File: config.mk
export PLATFORM = sky130hd
export DESIGN_NAME = tcbe_seq
export DESIGN_NICKNAME = d
export VERILOG_FILES = /design/src/rtl/core/tcbe_pkg.sv /design/src/rtl/core/tcbe_cursor_unit.sv /design/src/rtl/core/tcbe_seq.sv
export SDC_FILE = /design/constraint.sdc
export NUM_CORES = 1
export LEC_CHECK = 0
export BUFFER_PORTS_ARGS = -buffer_cell sky130_fd_sc_hd__clkbuf_2
export CELL_PAD_IN_SITES_DETAIL_PLACEMENT = 1
export CELL_PAD_IN_SITES_GLOBAL_PLACEMENT = 1
export CORE_MARGIN = 4
export CORE_UTILIZATION = 41
export DETAILED_ROUTE_END_ITERATION = 16
export PLACE_DENSITY = 0.93
export SYNTH_ARGS = -nofsm -noshare
export SYNTH_HDL_FRONTEND = slang
export SYNTH_SLANG_ARGS = --single-unit
File: constraint.sdc
create_clock -name clk -period 10.17 [get_ports clk]
set_input_delay 0.5085 -clock clk [delete_from_list [all_inputs] [get_ports clk]]
set_output_delay 0.5085 -clock clk [all_outputs]
set_load 0.03 [all_outputs]
File: src/rtl/core/tcbe_pkg.sv
// Types and constants shared by the text cell buffer editor.
package tcbe_pkg;

    localparam int MAX_COLUMNS = 128;
    localparam int MAX_ROWS    = 64;
    localparam int COL_W       = 7;
    localparam int ROW_W       = 6;
    localparam int ADDR_W      = COL_W + ROW_W;
    localparam int CELL_W      = 16;
    localparam int CELL_COUNT  = MAX_COLUMNS * MAX_ROWS;
    localparam int CFG_IDX_W   = 4;
    localparam int CFG_DATA_W  = 8;

    localparam logic [CELL_W-1:0] SPACE_CHAR   = 16'h0020;
    localparam logic [CELL_W-1:0] CH_BACKSPACE = 16'h0008;
    localparam logic [CELL_W-1:0] CH_TAB       = 16'h0009;
    localparam logic [CELL_W-1:0] CH_NEWLINE   = 16'h000A;
    localparam logic [CELL_W-1:0] CH_RETURN    = 16'h000D;
    localparam logic [CELL_W-1:0] CH_ESCAPE    = 16'h001B;

    localparam logic [1:0] REQ_KEY  = 2'd0;
    localparam logic [1:0] REQ_CHAR = 2'd1;
    localparam logic [1:0] REQ_READ = 2'd2;

    localparam logic [3:0] KEY_HOME   = 4'd0;
    localparam logic [3:0] KEY_END    = 4'd1;
    localparam logic [3:0] KEY_TOP    = 4'd2;
    localparam logic [3:0] KEY_BOTTOM = 4'd3;
    localparam logic [3:0] KEY_LEFT   = 4'd4;
    localparam logic [3:0] KEY_RIGHT  = 4'd5;
    localparam logic [3:0] KEY_UP     = 4'd6;
    localparam logic [3:0] KEY_DOWN   = 4'd7;
    localparam logic [3:0] KEY_DELETE = 4'd8;

    localparam logic [CFG_IDX_W-1:0] CFG_COLUMNS = 4'd0;
    localparam logic [CFG_IDX_W-1:0] CFG_ROWS    = 4'd1;

    // Reset grid is 80 x 25, kept as last column and last row.
    localparam logic [COL_W-1:0] LAST_COL_RESET = 7'd79;
    localparam logic [ROW_W-1:0] LAST_ROW_RESET = 6'd24;

    typedef enum logic [2:0] {
        ST_CLEAR,
        ST_IDLE,
        ST_CHAR,
        ST_DEL_RD,
        ST_DEL_WT,
        ST_DONE
    } seq_state_t;

    typedef enum logic [3:0] {
        CUR_NONE,
        CUR_HOME,
        CUR_END,
        CUR_TOP,
        CUR_BOTTOM,
        CUR_LEFT,
        CUR_RIGHT,
        CUR_UP,
        CUR_DOWN,
        CUR_NEXT_ROW,
        CUR_RETURN,
        CUR_ADVANCE,
        CUR_ORIGIN
    } cur_op_t;

    typedef struct packed {
        logic [COL_W-1:0] last_col;
        logic [ROW_W-1:0] last_row;
    } grid_limits_t;

    typedef struct packed {
        cur_op_t          op;
        logic [COL_W-1:0] col;
        logic [ROW_W-1:0] row;
    } cur_ctl_t;

    typedef struct packed {
        logic [COL_W-1:0] col;
        logic [ROW_W-1:0] row;
    } cur_res_t;

    typedef struct packed {
        logic [1:0]        req_type;
        logic [3:0]        key_code;
        logic [CELL_W-1:0] char_code;
        logic [7:0]        repeat_count;
        logic [COL_W-1:0]  read_column;
        logic [ROW_W-1:0]  read_row;
    } req_item_t;

    typedef struct packed {
        logic [COL_W-1:0]  cursor_column;
        logic [ROW_W-1:0]  cursor_row;
        logic [CELL_W-1:0] cell_value;
    } rsp_item_t;

    typedef struct packed {
        logic              wr_en;
        logic [ADDR_W-1:0] wr_addr;
        logic [CELL_W-1:0] wr_data;
        logic              rd_en;
        logic [ADDR_W-1:0] rd_addr;
    } ram_ctl_t;

endpackage

File: src/rtl/core/tcbe_cursor_unit.sv
// Shared cursor step unit: one clamped move of the cursor per use.
module tcbe_cursor_unit (
    input  tcbe_pkg::cur_ctl_t     ctl,
    input  tcbe_pkg::grid_limits_t lim,
    output tcbe_pkg::cur_res_t     res
);

    logic                       col_below_end;
    logic                       row_below_end;
    logic [tcbe_pkg::ROW_W-1:0] row_down;

    assign col_below_end = ctl.col < lim.last_col;
    assign row_below_end = ctl.row < lim.last_row;
    // The last row sticks: moving down from it leaves the row as it is.
    assign row_down      = row_below_end ? ctl.row + 6'd1 : ctl.row;

    always_comb
    begin
        res.col = ctl.col;
        res.row = ctl.row;
        case (ctl.op)
            tcbe_pkg::CUR_NONE:
            begin
            end
            tcbe_pkg::CUR_HOME:     res.col = '0;
            tcbe_pkg::CUR_END:      res.col = lim.last_col;
            tcbe_pkg::CUR_TOP:      res.row = '0;
            tcbe_pkg::CUR_BOTTOM:   res.row = lim.last_row;
            tcbe_pkg::CUR_LEFT:
            begin
                if (ctl.col != '0)
                begin
                    res.col = ctl.col - 7'd1;
                end
            end
            tcbe_pkg::CUR_RIGHT:
            begin
                if (col_below_end)
                begin
                    res.col = ctl.col + 7'd1;
                end
            end
            tcbe_pkg::CUR_UP:
            begin
                if (ctl.row != '0)
                begin
                    res.row = ctl.row - 6'd1;
                end
            end
            tcbe_pkg::CUR_DOWN:     res.row = row_down;
            tcbe_pkg::CUR_NEXT_ROW: res.row = row_down;
            tcbe_pkg::CUR_RETURN:
            begin
                res.col = '0;
                res.row = row_down;
            end
            tcbe_pkg::CUR_ADVANCE:
            begin
                if (col_below_end)
                begin
                    res.col = ctl.col + 7'd1;
                end
                else
                begin
                    res.col = '0;
                    res.row = row_down;
                end
            end
            tcbe_pkg::CUR_ORIGIN:
            begin
                res.col = '0;
                res.row = '0;
            end
            default:
            begin
            end
        endcase
    end

endmodule

File: src/rtl/core/tcbe_seq.sv
// Request sequencer: runs each request through the cursor unit and the cell RAM.
module tcbe_seq #(
    parameter int TAB_STOP = 8
) (
    input  logic                        clk,
    input  logic                        rst_n,
    input  logic                        cfg_hit,
    input  tcbe_pkg::grid_limits_t      lim,
    input  logic                        in_valid,
    output logic                        in_ready,
    input  tcbe_pkg::req_item_t         in_item,
    input  logic                        out_free,
    output logic                        res_valid,
    output tcbe_pkg::rsp_item_t         res_item,
    output tcbe_pkg::ram_ctl_t          ram,
    input  logic [tcbe_pkg::CELL_W-1:0] ram_rd_data
);

    tcbe_pkg::seq_state_t state_reg, state_next;

    logic [tcbe_pkg::COL_W-1:0]  col_reg, col_next;
    logic [tcbe_pkg::ROW_W-1:0]  row_reg, row_next;
    logic [1:0]                  req_type_reg, req_type_next;
    logic [tcbe_pkg::CELL_W-1:0] ch_reg, ch_next;
    logic [7:0]                  cnt_reg, cnt_next;
    logic [tcbe_pkg::COL_W-1:0]  del_x_reg, del_x_next;
    logic                        del_char_reg, del_char_next;
    logic [tcbe_pkg::ADDR_W-1:0] clr_addr_reg, clr_addr_next;
    logic                        clr_item_reg, clr_item_next;

    tcbe_pkg::cur_ctl_t cu_ctl;
    tcbe_pkg::cur_res_t cu_res;

    logic [tcbe_pkg::MAX_COLUMNS-1:0] tab_stop_vec;
    logic                             clr_last;
    logic                             cnt_last;
    logic                             del_more;
    logic                             tab_hit;

    // Columns that are tab stops, fixed at elaboration.
    for (genvar g = 0; g < tcbe_pkg::MAX_COLUMNS; g++)
    begin : g_tab
        assign tab_stop_vec[g] = ((g % TAB_STOP) == 0);
    end

    tcbe_cursor_unit u_cursor (
        .ctl (cu_ctl),
        .lim (lim),
        .res (cu_res)
    );

    assign clr_last = clr_addr_reg == '1;
    assign cnt_last = cnt_reg == 8'd1;
    assign del_more = del_x_reg < lim.last_col;
    assign tab_hit  = tab_stop_vec[cu_res.col];
    assign in_ready = state_reg == tcbe_pkg::ST_IDLE;

    always_ff @(posedge clk or negedge rst_n)
    begin
        if (!rst_n)
        begin
            state_reg    <= tcbe_pkg::ST_CLEAR;
            col_reg      <= '0;
            row_reg      <= '0;
            clr_addr_reg <= '0;
            clr_item_reg <= 1'b0;
            del_char_reg <= 1'b0;
            cnt_reg      <= '0;
            req_type_reg <= tcbe_pkg::REQ_KEY;
        end
        else
        begin
            state_reg    <= state_next;
            col_reg      <= col_next;
            row_reg      <= row_next;
            clr_addr_reg <= clr_addr_next;
            clr_item_reg <= clr_item_next;
            del_char_reg <= del_char_next;
            cnt_reg      <= cnt_next;
            req_type_reg <= req_type_next;
        end
    end

    always_ff @(posedge clk)
    begin
        ch_reg    <= ch_next;
        del_x_reg <= del_x_next;
    end

    // Next state.
    always_comb
    begin
        state_next = state_reg;
        case (state_reg)
            tcbe_pkg::ST_CLEAR:
            begin
                if (clr_last)
                begin
                    state_next = clr_item_reg ? tcbe_pkg::ST_DONE : tcbe_pkg::ST_IDLE;
                end
            end
            tcbe_pkg::ST_IDLE:
            begin
                if (in_valid)
                begin
                    case (in_item.req_type)
                        tcbe_pkg::REQ_KEY:
                        begin
                            state_next = (in_item.key_code == tcbe_pkg::KEY_DELETE)
                                       ? tcbe_pkg::ST_DEL_RD : tcbe_pkg::ST_DONE;
                        end
                        tcbe_pkg::REQ_CHAR:
                        begin
                            state_next = (in_item.repeat_count == '0)
                                       ? tcbe_pkg::ST_DONE : tcbe_pkg::ST_CHAR;
                        end
                        default: state_next = tcbe_pkg::ST_DONE;
                    endcase
                end
            end
            tcbe_pkg::ST_CHAR:
            begin
                case (ch_reg)
                    tcbe_pkg::CH_BACKSPACE:
                    begin
                        if (col_reg != '0)
                        begin
                            state_next = tcbe_pkg::ST_DEL_RD;
                        end
                        else if (cnt_last)
                        begin
                            state_next = tcbe_pkg::ST_DONE;
                        end
                    end
                    tcbe_pkg::CH_ESCAPE: state_next = tcbe_pkg::ST_CLEAR;
                    tcbe_pkg::CH_TAB:
                    begin
                        if (tab_hit && cnt_last)
                        begin
                            state_next = tcbe_pkg::ST_DONE;
                        end
                    end
                    default:
                    begin
                        if (cnt_last)
                        begin
                            state_next = tcbe_pkg::ST_DONE;
                        end
                    end
                endcase
            end
            tcbe_pkg::ST_DEL_RD:
            begin
                if (del_more)
                begin
                    state_next = tcbe_pkg::ST_DEL_WT;
                end
                else if (del_char_reg && !cnt_last)
                begin
                    state_next = tcbe_pkg::ST_CHAR;
                end
                else
                begin
                    state_next = tcbe_pkg::ST_DONE;
                end
            end
            tcbe_pkg::ST_DEL_WT: state_next = tcbe_pkg::ST_DEL_RD;
            tcbe_pkg::ST_DONE:
            begin
                if (out_free)
                begin
                    state_next = tcbe_pkg::ST_IDLE;
                end
            end
            default: state_next = tcbe_pkg::ST_IDLE;
        endcase
        // A column or row register write resizes the grid and starts a clearing pass.
        if (cfg_hit)
        begin
            state_next = tcbe_pkg::ST_CLEAR;
        end
    end

    // Outputs and datapath.
    always_comb
    begin
        cu_ctl.op      = tcbe_pkg::CUR_NONE;
        cu_ctl.col     = col_reg;
        cu_ctl.row     = row_reg;
        ram.wr_en      = 1'b0;
        ram.wr_addr    = {row_reg, col_reg};
        ram.wr_data    = tcbe_pkg::SPACE_CHAR;
        ram.rd_en      = 1'b0;
        ram.rd_addr    = {row_reg, del_x_reg + 7'd1};
        res_valid      = 1'b0;
        res_item.cursor_column = col_reg;
        res_item.cursor_row    = row_reg;
        res_item.cell_value    = (req_type_reg == tcbe_pkg::REQ_READ) ? ram_rd_data : '0;
        req_type_next  = req_type_reg;
        ch_next        = ch_reg;
        cnt_next       = cnt_reg;
        del_x_next     = del_x_reg;
        del_char_next  = del_char_reg;
        clr_addr_next  = clr_addr_reg;
        clr_item_next  = clr_item_reg;

        case (state_reg)
            tcbe_pkg::ST_CLEAR:
            begin
                ram.wr_en     = 1'b1;
                ram.wr_addr   = clr_addr_reg;
                clr_addr_next = clr_addr_reg + 13'd1;
                if (clr_last && clr_item_reg)
                begin
                    cu_ctl.op = tcbe_pkg::CUR_ORIGIN;
                end
            end
            tcbe_pkg::ST_IDLE:
            begin
                if (in_valid)
                begin
                    req_type_next = in_item.req_type;
                    ch_next       = in_item.char_code;
                    cnt_next      = in_item.repeat_count;
                    del_x_next    = col_reg;
                    del_char_next = 1'b0;
                    clr_item_next = 1'b0;
                    case (in_item.req_type)
                        tcbe_pkg::REQ_KEY:
                        begin
                            case (in_item.key_code)
                                tcbe_pkg::KEY_HOME:   cu_ctl.op = tcbe_pkg::CUR_HOME;
                                tcbe_pkg::KEY_END:    cu_ctl.op = tcbe_pkg::CUR_END;
                                tcbe_pkg::KEY_TOP:    cu_ctl.op = tcbe_pkg::CUR_TOP;
                                tcbe_pkg::KEY_BOTTOM: cu_ctl.op = tcbe_pkg::CUR_BOTTOM;
                                tcbe_pkg::KEY_LEFT:   cu_ctl.op = tcbe_pkg::CUR_LEFT;
                                tcbe_pkg::KEY_RIGHT:  cu_ctl.op = tcbe_pkg::CUR_RIGHT;
                                tcbe_pkg::KEY_UP:     cu_ctl.op = tcbe_pkg::CUR_UP;
                                tcbe_pkg::KEY_DOWN:   cu_ctl.op = tcbe_pkg::CUR_DOWN;
                                default:              cu_ctl.op = tcbe_pkg::CUR_NONE;
                            endcase
                        end
                        tcbe_pkg::REQ_READ:
                        begin
                            ram.rd_en   = 1'b1;
                            ram.rd_addr = {in_item.read_row, in_item.read_column};
                        end
                        default:
                        begin
                        end
                    endcase
                end
            end
            tcbe_pkg::ST_CHAR:
            begin
                case (ch_reg)
                    tcbe_pkg::CH_BACKSPACE:
                    begin
                        if (col_reg != '0)
                        begin
                            cu_ctl.op     = tcbe_pkg::CUR_LEFT;
                            del_x_next    = cu_res.col;
                            del_char_next = 1'b1;
                        end
                        else
                        begin
                            cnt_next = cnt_reg - 8'd1;
                        end
                    end
                    tcbe_pkg::CH_TAB:
                    begin
                        ram.wr_en = 1'b1;
                        cu_ctl.op = tcbe_pkg::CUR_ADVANCE;
                        if (tab_hit)
                        begin
                            cnt_next = cnt_reg - 8'd1;
                        end
                    end
                    tcbe_pkg::CH_NEWLINE:
                    begin
                        cu_ctl.op = tcbe_pkg::CUR_NEXT_ROW;
                        cnt_next  = cnt_reg - 8'd1;
                    end
                    tcbe_pkg::CH_RETURN:
                    begin
                        cu_ctl.op = tcbe_pkg::CUR_RETURN;
                        cnt_next  = cnt_reg - 8'd1;
                    end
                    tcbe_pkg::CH_ESCAPE:
                    begin
                        // Further escapes in the same request change nothing more.
                        clr_addr_next = '0;
                        clr_item_next = 1'b1;
                    end
                    default:
                    begin
                        ram.wr_en   = 1'b1;
                        ram.wr_data = ch_reg;
                        cu_ctl.op   = tcbe_pkg::CUR_ADVANCE;
                        cnt_next    = cnt_reg - 8'd1;
                    end
                endcase
            end
            tcbe_pkg::ST_DEL_RD:
            begin
                if (del_more)
                begin
                    ram.rd_en = 1'b1;
                end
                else
                begin
                    ram.wr_en   = 1'b1;
                    ram.wr_addr = {row_reg, lim.last_col};
                    if (del_char_reg)
                    begin
                        cnt_next = cnt_reg - 8'd1;
                    end
                end
            end
            tcbe_pkg::ST_DEL_WT:
            begin
                ram.wr_en   = 1'b1;
                ram.wr_addr = {row_reg, del_x_reg};
                ram.wr_data = ram_rd_data;
                del_x_next  = del_x_reg + 7'd1;
            end
            tcbe_pkg::ST_DONE:
            begin
                res_valid = out_free;
            end
            default:
            begin
            end
        endcase

        col_next = cu_res.col;
        row_next = cu_res.row;
        if (cfg_hit)
        begin
            col_next      = '0;
            row_next      = '0;
            clr_addr_next = '0;
            clr_item_next = 1'b0;
        end
    end

endmodule

==> results of run 1 <==
==> power by group through the flow <==
stage | clock network (mW) | registers, mW | logic [mW]
6_report | 0.300 | 0.270 | 0.0449
5_1_grt | 0.315 | 0.269 | 0.0504
4_1_cts | 0.303 | 0.269 | 0.0451
3_5_place_dp | 0 | 0.274 | 0.0446
3_3_place_gp | 0 | 0.274 | 0.0432
2_1_floorplan | 0 | 0.274 | 0.0164
==> cell type report <==
cell class,count,area [um^2]
Multi-Input combinational cell,557,3630
Clock buffer,14,275
Clock inverter,2,12.5
Tap cell,176,220
Fill cell,1662,6560
Inverter,28,105
Sequential cell,64,1720
Timing Repair Buffer,153,771
==> placed cells by master, fill, tap and decap left out, drive strengths merged, types with 3 or more instances in the layout <==
| cell | instances |
|---|---|
| xor2 | 11 |
| mux2 | 8 |
| a221oi | 6 |
| o221ai | 6 |
| xnor2 | 10 |
| a22oi | 4 |
| a31oi | 8 |
| o211ai | 3 |
| o211a | 3 |
| a221o | 6 |
| and3 | 8 |
| nand4 | 7 |
| nor2b | 8 |
| a22o | 13 |
| nand3 | 20 |
| o21ai | 41 |
| o31ai | 3 |
| and4 | 4 |
| nor3b | 3 |
| nor4b | 4 |
| ha | 31 |
| and2 | 17 |
| a21oi | 60 |
| or2 | 4 |
| nor3 | 26 |
| nand2b | 9 |
| mux2i | 7 |
| or3 | 14 |
| a211oi | 8 |
| nand2 | 74 |
| dfrtp | 41 |
| nor2 | 68 |
| inv | 28 |
| nor4 | 12 |
| clkbuf | 165 |
| a2111oi | 4 |
| a21o | 6 |
| edfxtp | 23 |
| or4 | 4 |
| o21a | 9 |
==> worst max-delay path: stages, from the launching register on <==
cell and delay (ns):
dfrtp_1 0.72, nand4bb_1 0.58, inv_1 0.67, nand4_1 0.24, o211a_2 0.21, a2111oi_1 0.53, o21ai_0 0.37, nor3_2 0.29
nor4b_4 0.09, a21oi_2 0.51, nor2_1 0.18, a311o_1 0.39
==> metal layers <==
layer	part of all wire (%)	wire [um]	track usage (%)	vias to the layer above
met1	43	8670	32.7	2910
met5	0	0	0	-
met2	49	9980	44.3	220
li1	-	-	-	2795
met4	2.4	477	7.53	0
met3	5.2	1060	4.29	43
==> kinds of logic (layout without fill, tap and decap cells) <==
family,Yosys count,after routing
mux,15,15
xor+xnor,21,21
compound gates,199,199
flops,64,64
fa+ha+maj,32,32
buf+inv,60,197
simple gates,290,290
==> worst max path at each step <==
stage / from / end / slack (ns) / depth (start not counted)
detailed placement: state_reg[2] / cnt_reg[0] / 5.39 / 11
floorplan: col_reg[0] / cnt_reg[0] / 6.38 / 13
CTS: state_reg[2] / cnt_reg[0] / 5.32 / 11
global placement: state_reg[2] / cnt_reg[0] / 5.57 / 11
finish: state_reg[2] / cnt_reg[0] / 5.26 / 11
global route: state_reg[2] / cnt_reg[0] / 4.86 / 11
==> through the flow <==
step / area (um^2) / hold slack [ns] / power [mW] / cells
floorplan: 5600 / 0.213 / 0.290 / 681
global placement: 6450 / 0.463 / 0.317 / 978
detailed placement: 6450 / 0.496 / 0.319 / 978
CTS: 6740 / 0.275 / 0.617 / 994
global route: 6740 / 0.295 / 0.635 / 994
finish: 6740 / 0.249 / 0.615 / 994
==> flow_summary.toml, run 1 <==
[sta]
slew_violations = 0
fmax_ghz = 0.204
rsz0062_at_grt = "false"
slew-limit-headroom_pct = 14.3
fin_crit_ns = 4.91
finalHoldViolCount = 0
worst_slack_ns = 5.26
tightest_slew_ns = 1.27
setup_viol = 0
clock_skew_ns = 0.00570
finalCritPeriodShare_pct = 48.3
fin_setup_tns_ns = 0

[clock_network]
cts_setup_buffers = 0
clockRootBuffer = "clkbuf_16"
clock_latency_ns = 0.34
post_cts_resized = 0
holdBufCountCts = 0
cts_tree = "done"
cts.sinks = 64
clock_path_buffers = 2
clkTransAtPathRegs_ns = 0.06
cts_max_level = 3
cts_buffers = 9

[die]
dieHeight_um = 125
start_util_pct = 42.1
rows = 42
die-width_um = 125
core-area_um2 = 13300
dieArea_um2 = 15600
io_pins = 152

[logic_synthesis]
synth_xor_area_share_pct = 3.28
synth_seq_area_share_pct = 30.6
synth_commonest_cells = "74 x nand2_1, 68 x nor2_1, 58 x a21oi_1"
syn-num-nets = 790
synth_edf_count = 23
synth.most_common_cell = "nand2_1"
ys_top_cells_by_area = "dfrtp_1 18%, edfxtp_1 12%, ha_1 6.9%"
synth-compound-area-share_pct = 24.6
synth_area_um2 = 5600
syn_area_per_cell_um2 = 8.23
synth_top_family_by_area = "simple AND/OR/NAND/NOR gates"
synth_ff_type = "dfrtp_1"
yosysUniqueCellTypes = 77
muxShareOfSynthArea_pct = 2.86
yosysTopAreaCellShare_pct = 18.3
synth_warnings = 0
ys_seq_elements = 64
postSynthCellCount = 681
yosys.area.top_type = "dfrtp_1"
synth_fa_ha_area_share_pct = 7.28
synthSimpleGateAreaFrac_pct = 26.8
async_reset_ff_share_pct = 64.1

[critical_path]
crit_path_end_kind = "flop"
reg2reg_depth = 11
criticalPathCategory = "reg -> reg"
reg2reg_setup_slack_ns = 5.26
worstSetupStartpointType = "flop"
worstReg2RegStart = "state_reg[2]"
cp_data_required_time_ns = 10.39
r2r_end = "cnt_reg[0]"
crit_fanout = 26
cp.arrival_ns = 5.13

[cells_and_area]
synthToLayoutAreaGrowth_pct = 20.2
finish.utilization_pct = 50.7
antenna_cells = 0
drive_above_1_share_pct = 24.0
nets = 922
largest_register_ff_count = 16

[detailed_routing]
vias = 5968
drtIter0Drc = 364
postRouteAntennaNets = 0
via_per_inst = 6.00
route.detailed.drc = 0
wl_per_cell_um = 20.3
dr.pass1.iters = 5
routed_wl_mm = 20.2

[pwr]
swShare_pct = 23.0
p_int_uw = 473
p_comb_share_pct = 7.3
switchingPower_uw = 142
clock_power_share_pct = 48.8
ir_drop_mv = 0.0927
seqPwrFrac_pct = 43.9
powerDensity_nw_per_um2 = 91.2
p_leak_nw = 3.05

[placed_design]
place_congestion = 0.909
dpl.hpwl_mm = 15.6
numPortBuffers = 151
pre_cts_ws_ns = 5.39

[global_routing]
grt_pass1_wl_mm = 32.8
grt-ovfl-total = 0
grt_antenna_before_repair = 0
grt_pass1_vias = 6235
grt_max_degree = 42
track_usage_pct = 25.5

[outcome]
status = "completed"

[job]
max_cap_viol_count = 0

[hold_path]
hp-class = "in -> async"
No activity file was read; power rests on OpenSTA's default activity.
==> run 2, diff against run 1 <==
--- a/config.mk
+++ b/config.mk
@@ -9,9 +9,9 @@
 export CELL_PAD_IN_SITES_DETAIL_PLACEMENT = 1
 export CELL_PAD_IN_SITES_GLOBAL_PLACEMENT = 1
 export CORE_MARGIN = 4
-export CORE_UTILIZATION = 41
+export CORE_UTILIZATION = 39
 export DETAILED_ROUTE_END_ITERATION = 16
-export PLACE_DENSITY = 0.93
+export PLACE_DENSITY = 0.89
 export SYNTH_ARGS = -nofsm -noshare
 export SYNTH_HDL_FRONTEND = slang
 export SYNTH_SLANG_ARGS = --single-unit
==> constraint.sdc (replaced) <==
create_clock -name clk -period 5.1 [get_ports clk]
set_input_delay 0.255 -clock clk [delete_from_list [all_inputs] [get_ports clk]]
set_output_delay 0.255 -clock clk [all_outputs]
set_load 0.03 [all_outputs]
==> run 2 against run 1 <==
  * The flow now finishes with violations (negative hold slack)
  * Critical path type unchanged
  * Largest power group unchanged
  * Count of clock-buffer cells in the layout decreased by 5
  * Worst setup slack got worse by 4.7 ns
  * Critical path depth increased by 1
  * Largest cell class unchanged
  * Clock power increased by 96%
  * Sequential share of layout area decreased by 0.28 points
  * Register-to-register slack got worse by 4.7 ns
  * Clock skew increased by 0.00078 ns
  * Flip-flop and latch count unchanged
==> flow_summary.toml, run 2 (synthesized netlist as in run 1, its figures left out) <==
[outcome]
status = "complete, but fails checks"
failed_checks = "negative hold slack"

[sta]
setup_viol = 0
rsz0062_at_grt = "false"
finalHoldViolCount = 8
slew-limit-headroom_pct = 21.6
finalCritPeriodShare_pct = 88.2
clock_skew_ns = 0.00648
slew_violations = 0
tightest_slew_ns = 1.16
fmax_ghz = 0.222
holdWs_ns = -0.0213
fin_setup_tns_ns = 0
fin_crit_ns = 4.50

[clock_network]
clockRootBuffer = "clkbuf_16"
cts_buffers = 9
cts_max_level = 3
cts_tree = "done"
holdBufCountCts = 0
clkTransAtPathRegs_ns = 0.06
cts.sinks = 64
clock_latency_ns = 0.35
cts_setup_buffers = 0
post_cts_resized = 0
clock_path_buffers = 2

[die]
dieArea_um2 = 16300
rows = 43
die-width_um = 128
core-area_um2 = 14000
io_pins = 152
dieHeight_um = 128
start_util_pct = 40.1

[pwr]
p_leak_nw = 3.10
switchingPower_uw = 310
p_int_uw = 905
powerDensity_nw_per_um2 = 178
ir_drop_mv = 0.252
swShare_pct = 25.5
seqPwrFrac_pct = 44.2
clock_power_share_pct = 48.5
p_comb_share_pct = 7.3

[global_routing]
grt_max_degree = 42
grt_antenna_before_repair = 0
grt_pass1_wl_mm = 32.8
track_usage_pct = 24.9
grt_pass1_vias = 6303
grt-ovfl-total = 0

[detailed_routing]
vias = 6071
wl_per_cell_um = 20.2
routed_wl_mm = 20.3
via_per_inst = 6.02
postRouteAntennaNets = 0
drtIter0Drc = 502
dr.pass1.iters = 5
route.detailed.drc = 0

[cells_and_area]
fill_cells = 1764
drive_above_1_share_pct = 25.2
nets = 932
final_cell_mix = "151 x clkbuf_2, 74 x nand2_1, 68 x nor2_1, 58 x a21oi_1, 41 x dfrtp_1"
largest_register_ff_count = 16
antenna_cells = 0
synthToLayoutAreaGrowth_pct = 21.5
final_common_cell = "clkbuf_2"

[placed_design]
dpl.hpwl_mm = 16.0
numPortBuffers = 151
place_congestion = 0.922

[critical_path]
criticalPathCategory = "reg -> reg"
crit_chain = "inv_1 > ha_1 > or4b_4 > o41ai_2 > a2bb2oi_2 > nand2_1 > nor3_1 > a221o_1 > nor4b_4 > a21oi_2 > nor2_1 > a311o_1"
cp_data_required_time_ns = 5.33
crit_path_max_incr_delay_ns = 0.64
crit_path_end_kind = "flop"
cp.arrival_ns = 4.73
worstSetupStartpointType = "flop"
slowest_stage = "nor3_1"
crit_fanout = 14

[job]
max_cap_viol_count = 0

[hold_path]
hp-class = "in -> async"
run 2: cell types whose count changed in the layout (fill, tap and decap cells not counted):
cell / before / now
clkbuf_8: 1 / 0
clkbuf_1: 3 / 0
clkinv_4: 0 / 3
clkbuf_16: 10 / 9
buf_4: 2 / 12
inv_6: 0 / 2
run 2: final timing paths:
check / start / to / slack (ns) / depth (start not counted)
min in group clk: in_item[24] / ch_reg[3] / 0.08 / 1
worst min-delay path: rst_n / cnt_reg[2] / -0.02 / 2
worst max-delay path: col_reg[0] / cnt_reg[0] / 0.60 / 12
max in group asynchronous: rst_n / row_reg[3] / 4.70 / 2
worst max register to register: col_reg[0] / cnt_reg[0] / 0.60 / 12
worst min register to register: req_type_reg[1] / req_type_reg[1] / 0.50 / 2
run 2: area by class of cell:
cell class | count | area [um^2] | share of cell area [%]
multi-input combinational | 557 | 3630 | 53.4
clock buffer | 9 | 225 | 3.31
clock inverter | 7 | 56.3 | 0.827
timing repair buffer | 163 | 846 | 12.4
sequential | 64 | 1720 | 25.2
tap | 180 | 225 | 3.31
inverter | 28 | 105 | 1.54
run 2: per-layer routing:
metal	track usage, %	vias up	share of wire [%]
li1	-	2812	-
met1	32.1	3009	44
met5	0	-	0
met3	3.67	51	4.3
met4	9.86	0	3.0
met2	41.9	199	49
run 2: power groups by stage:
stage | combinational [mW] | sequential [mW] | clock [mW]
after global placement | 0.0864 | 0.547 | 0
after detailed placement | 0.0894 | 0.547 | 0
after CTS | 0.0900 | 0.537 | 0.596
after floorplan | 0.0327 | 0.546 | 0
after global routing | 0.0997 | 0.537 | 0.621
final | 0.0892 | 0.537 | 0.589
run 2: per-stage QoR:
step	total power, mW	utilization, %	worst slack, ns	instances	instance area (um^2)
finish	1.21	48.7	0.601	1008	6810
global route	1.26	48.7	0.331	1008	6810
CTS	1.22	48.7	0.636	1008	6810
detailed placement	0.636	46.7	0.651	992	6530
global placement	0.633	46.7	0.822	992	6530
floorplan	0.579	-	1.31	681	5600
run 2: critical path, delay by kind of cell (launching register included):
| family | cells | cell delay (ns) |
|---|---|---|
| AND/OR/NAND/NOR | 5 | 1.66 |
| adder cells (fa/ha/maj) | 1 | 0.23 |
| buffers and inverters | 1 | 0.19 |
| AO/OA/AOI/OAI | 5 | 1.85 |
| flip-flops | 1 | 0.46 |
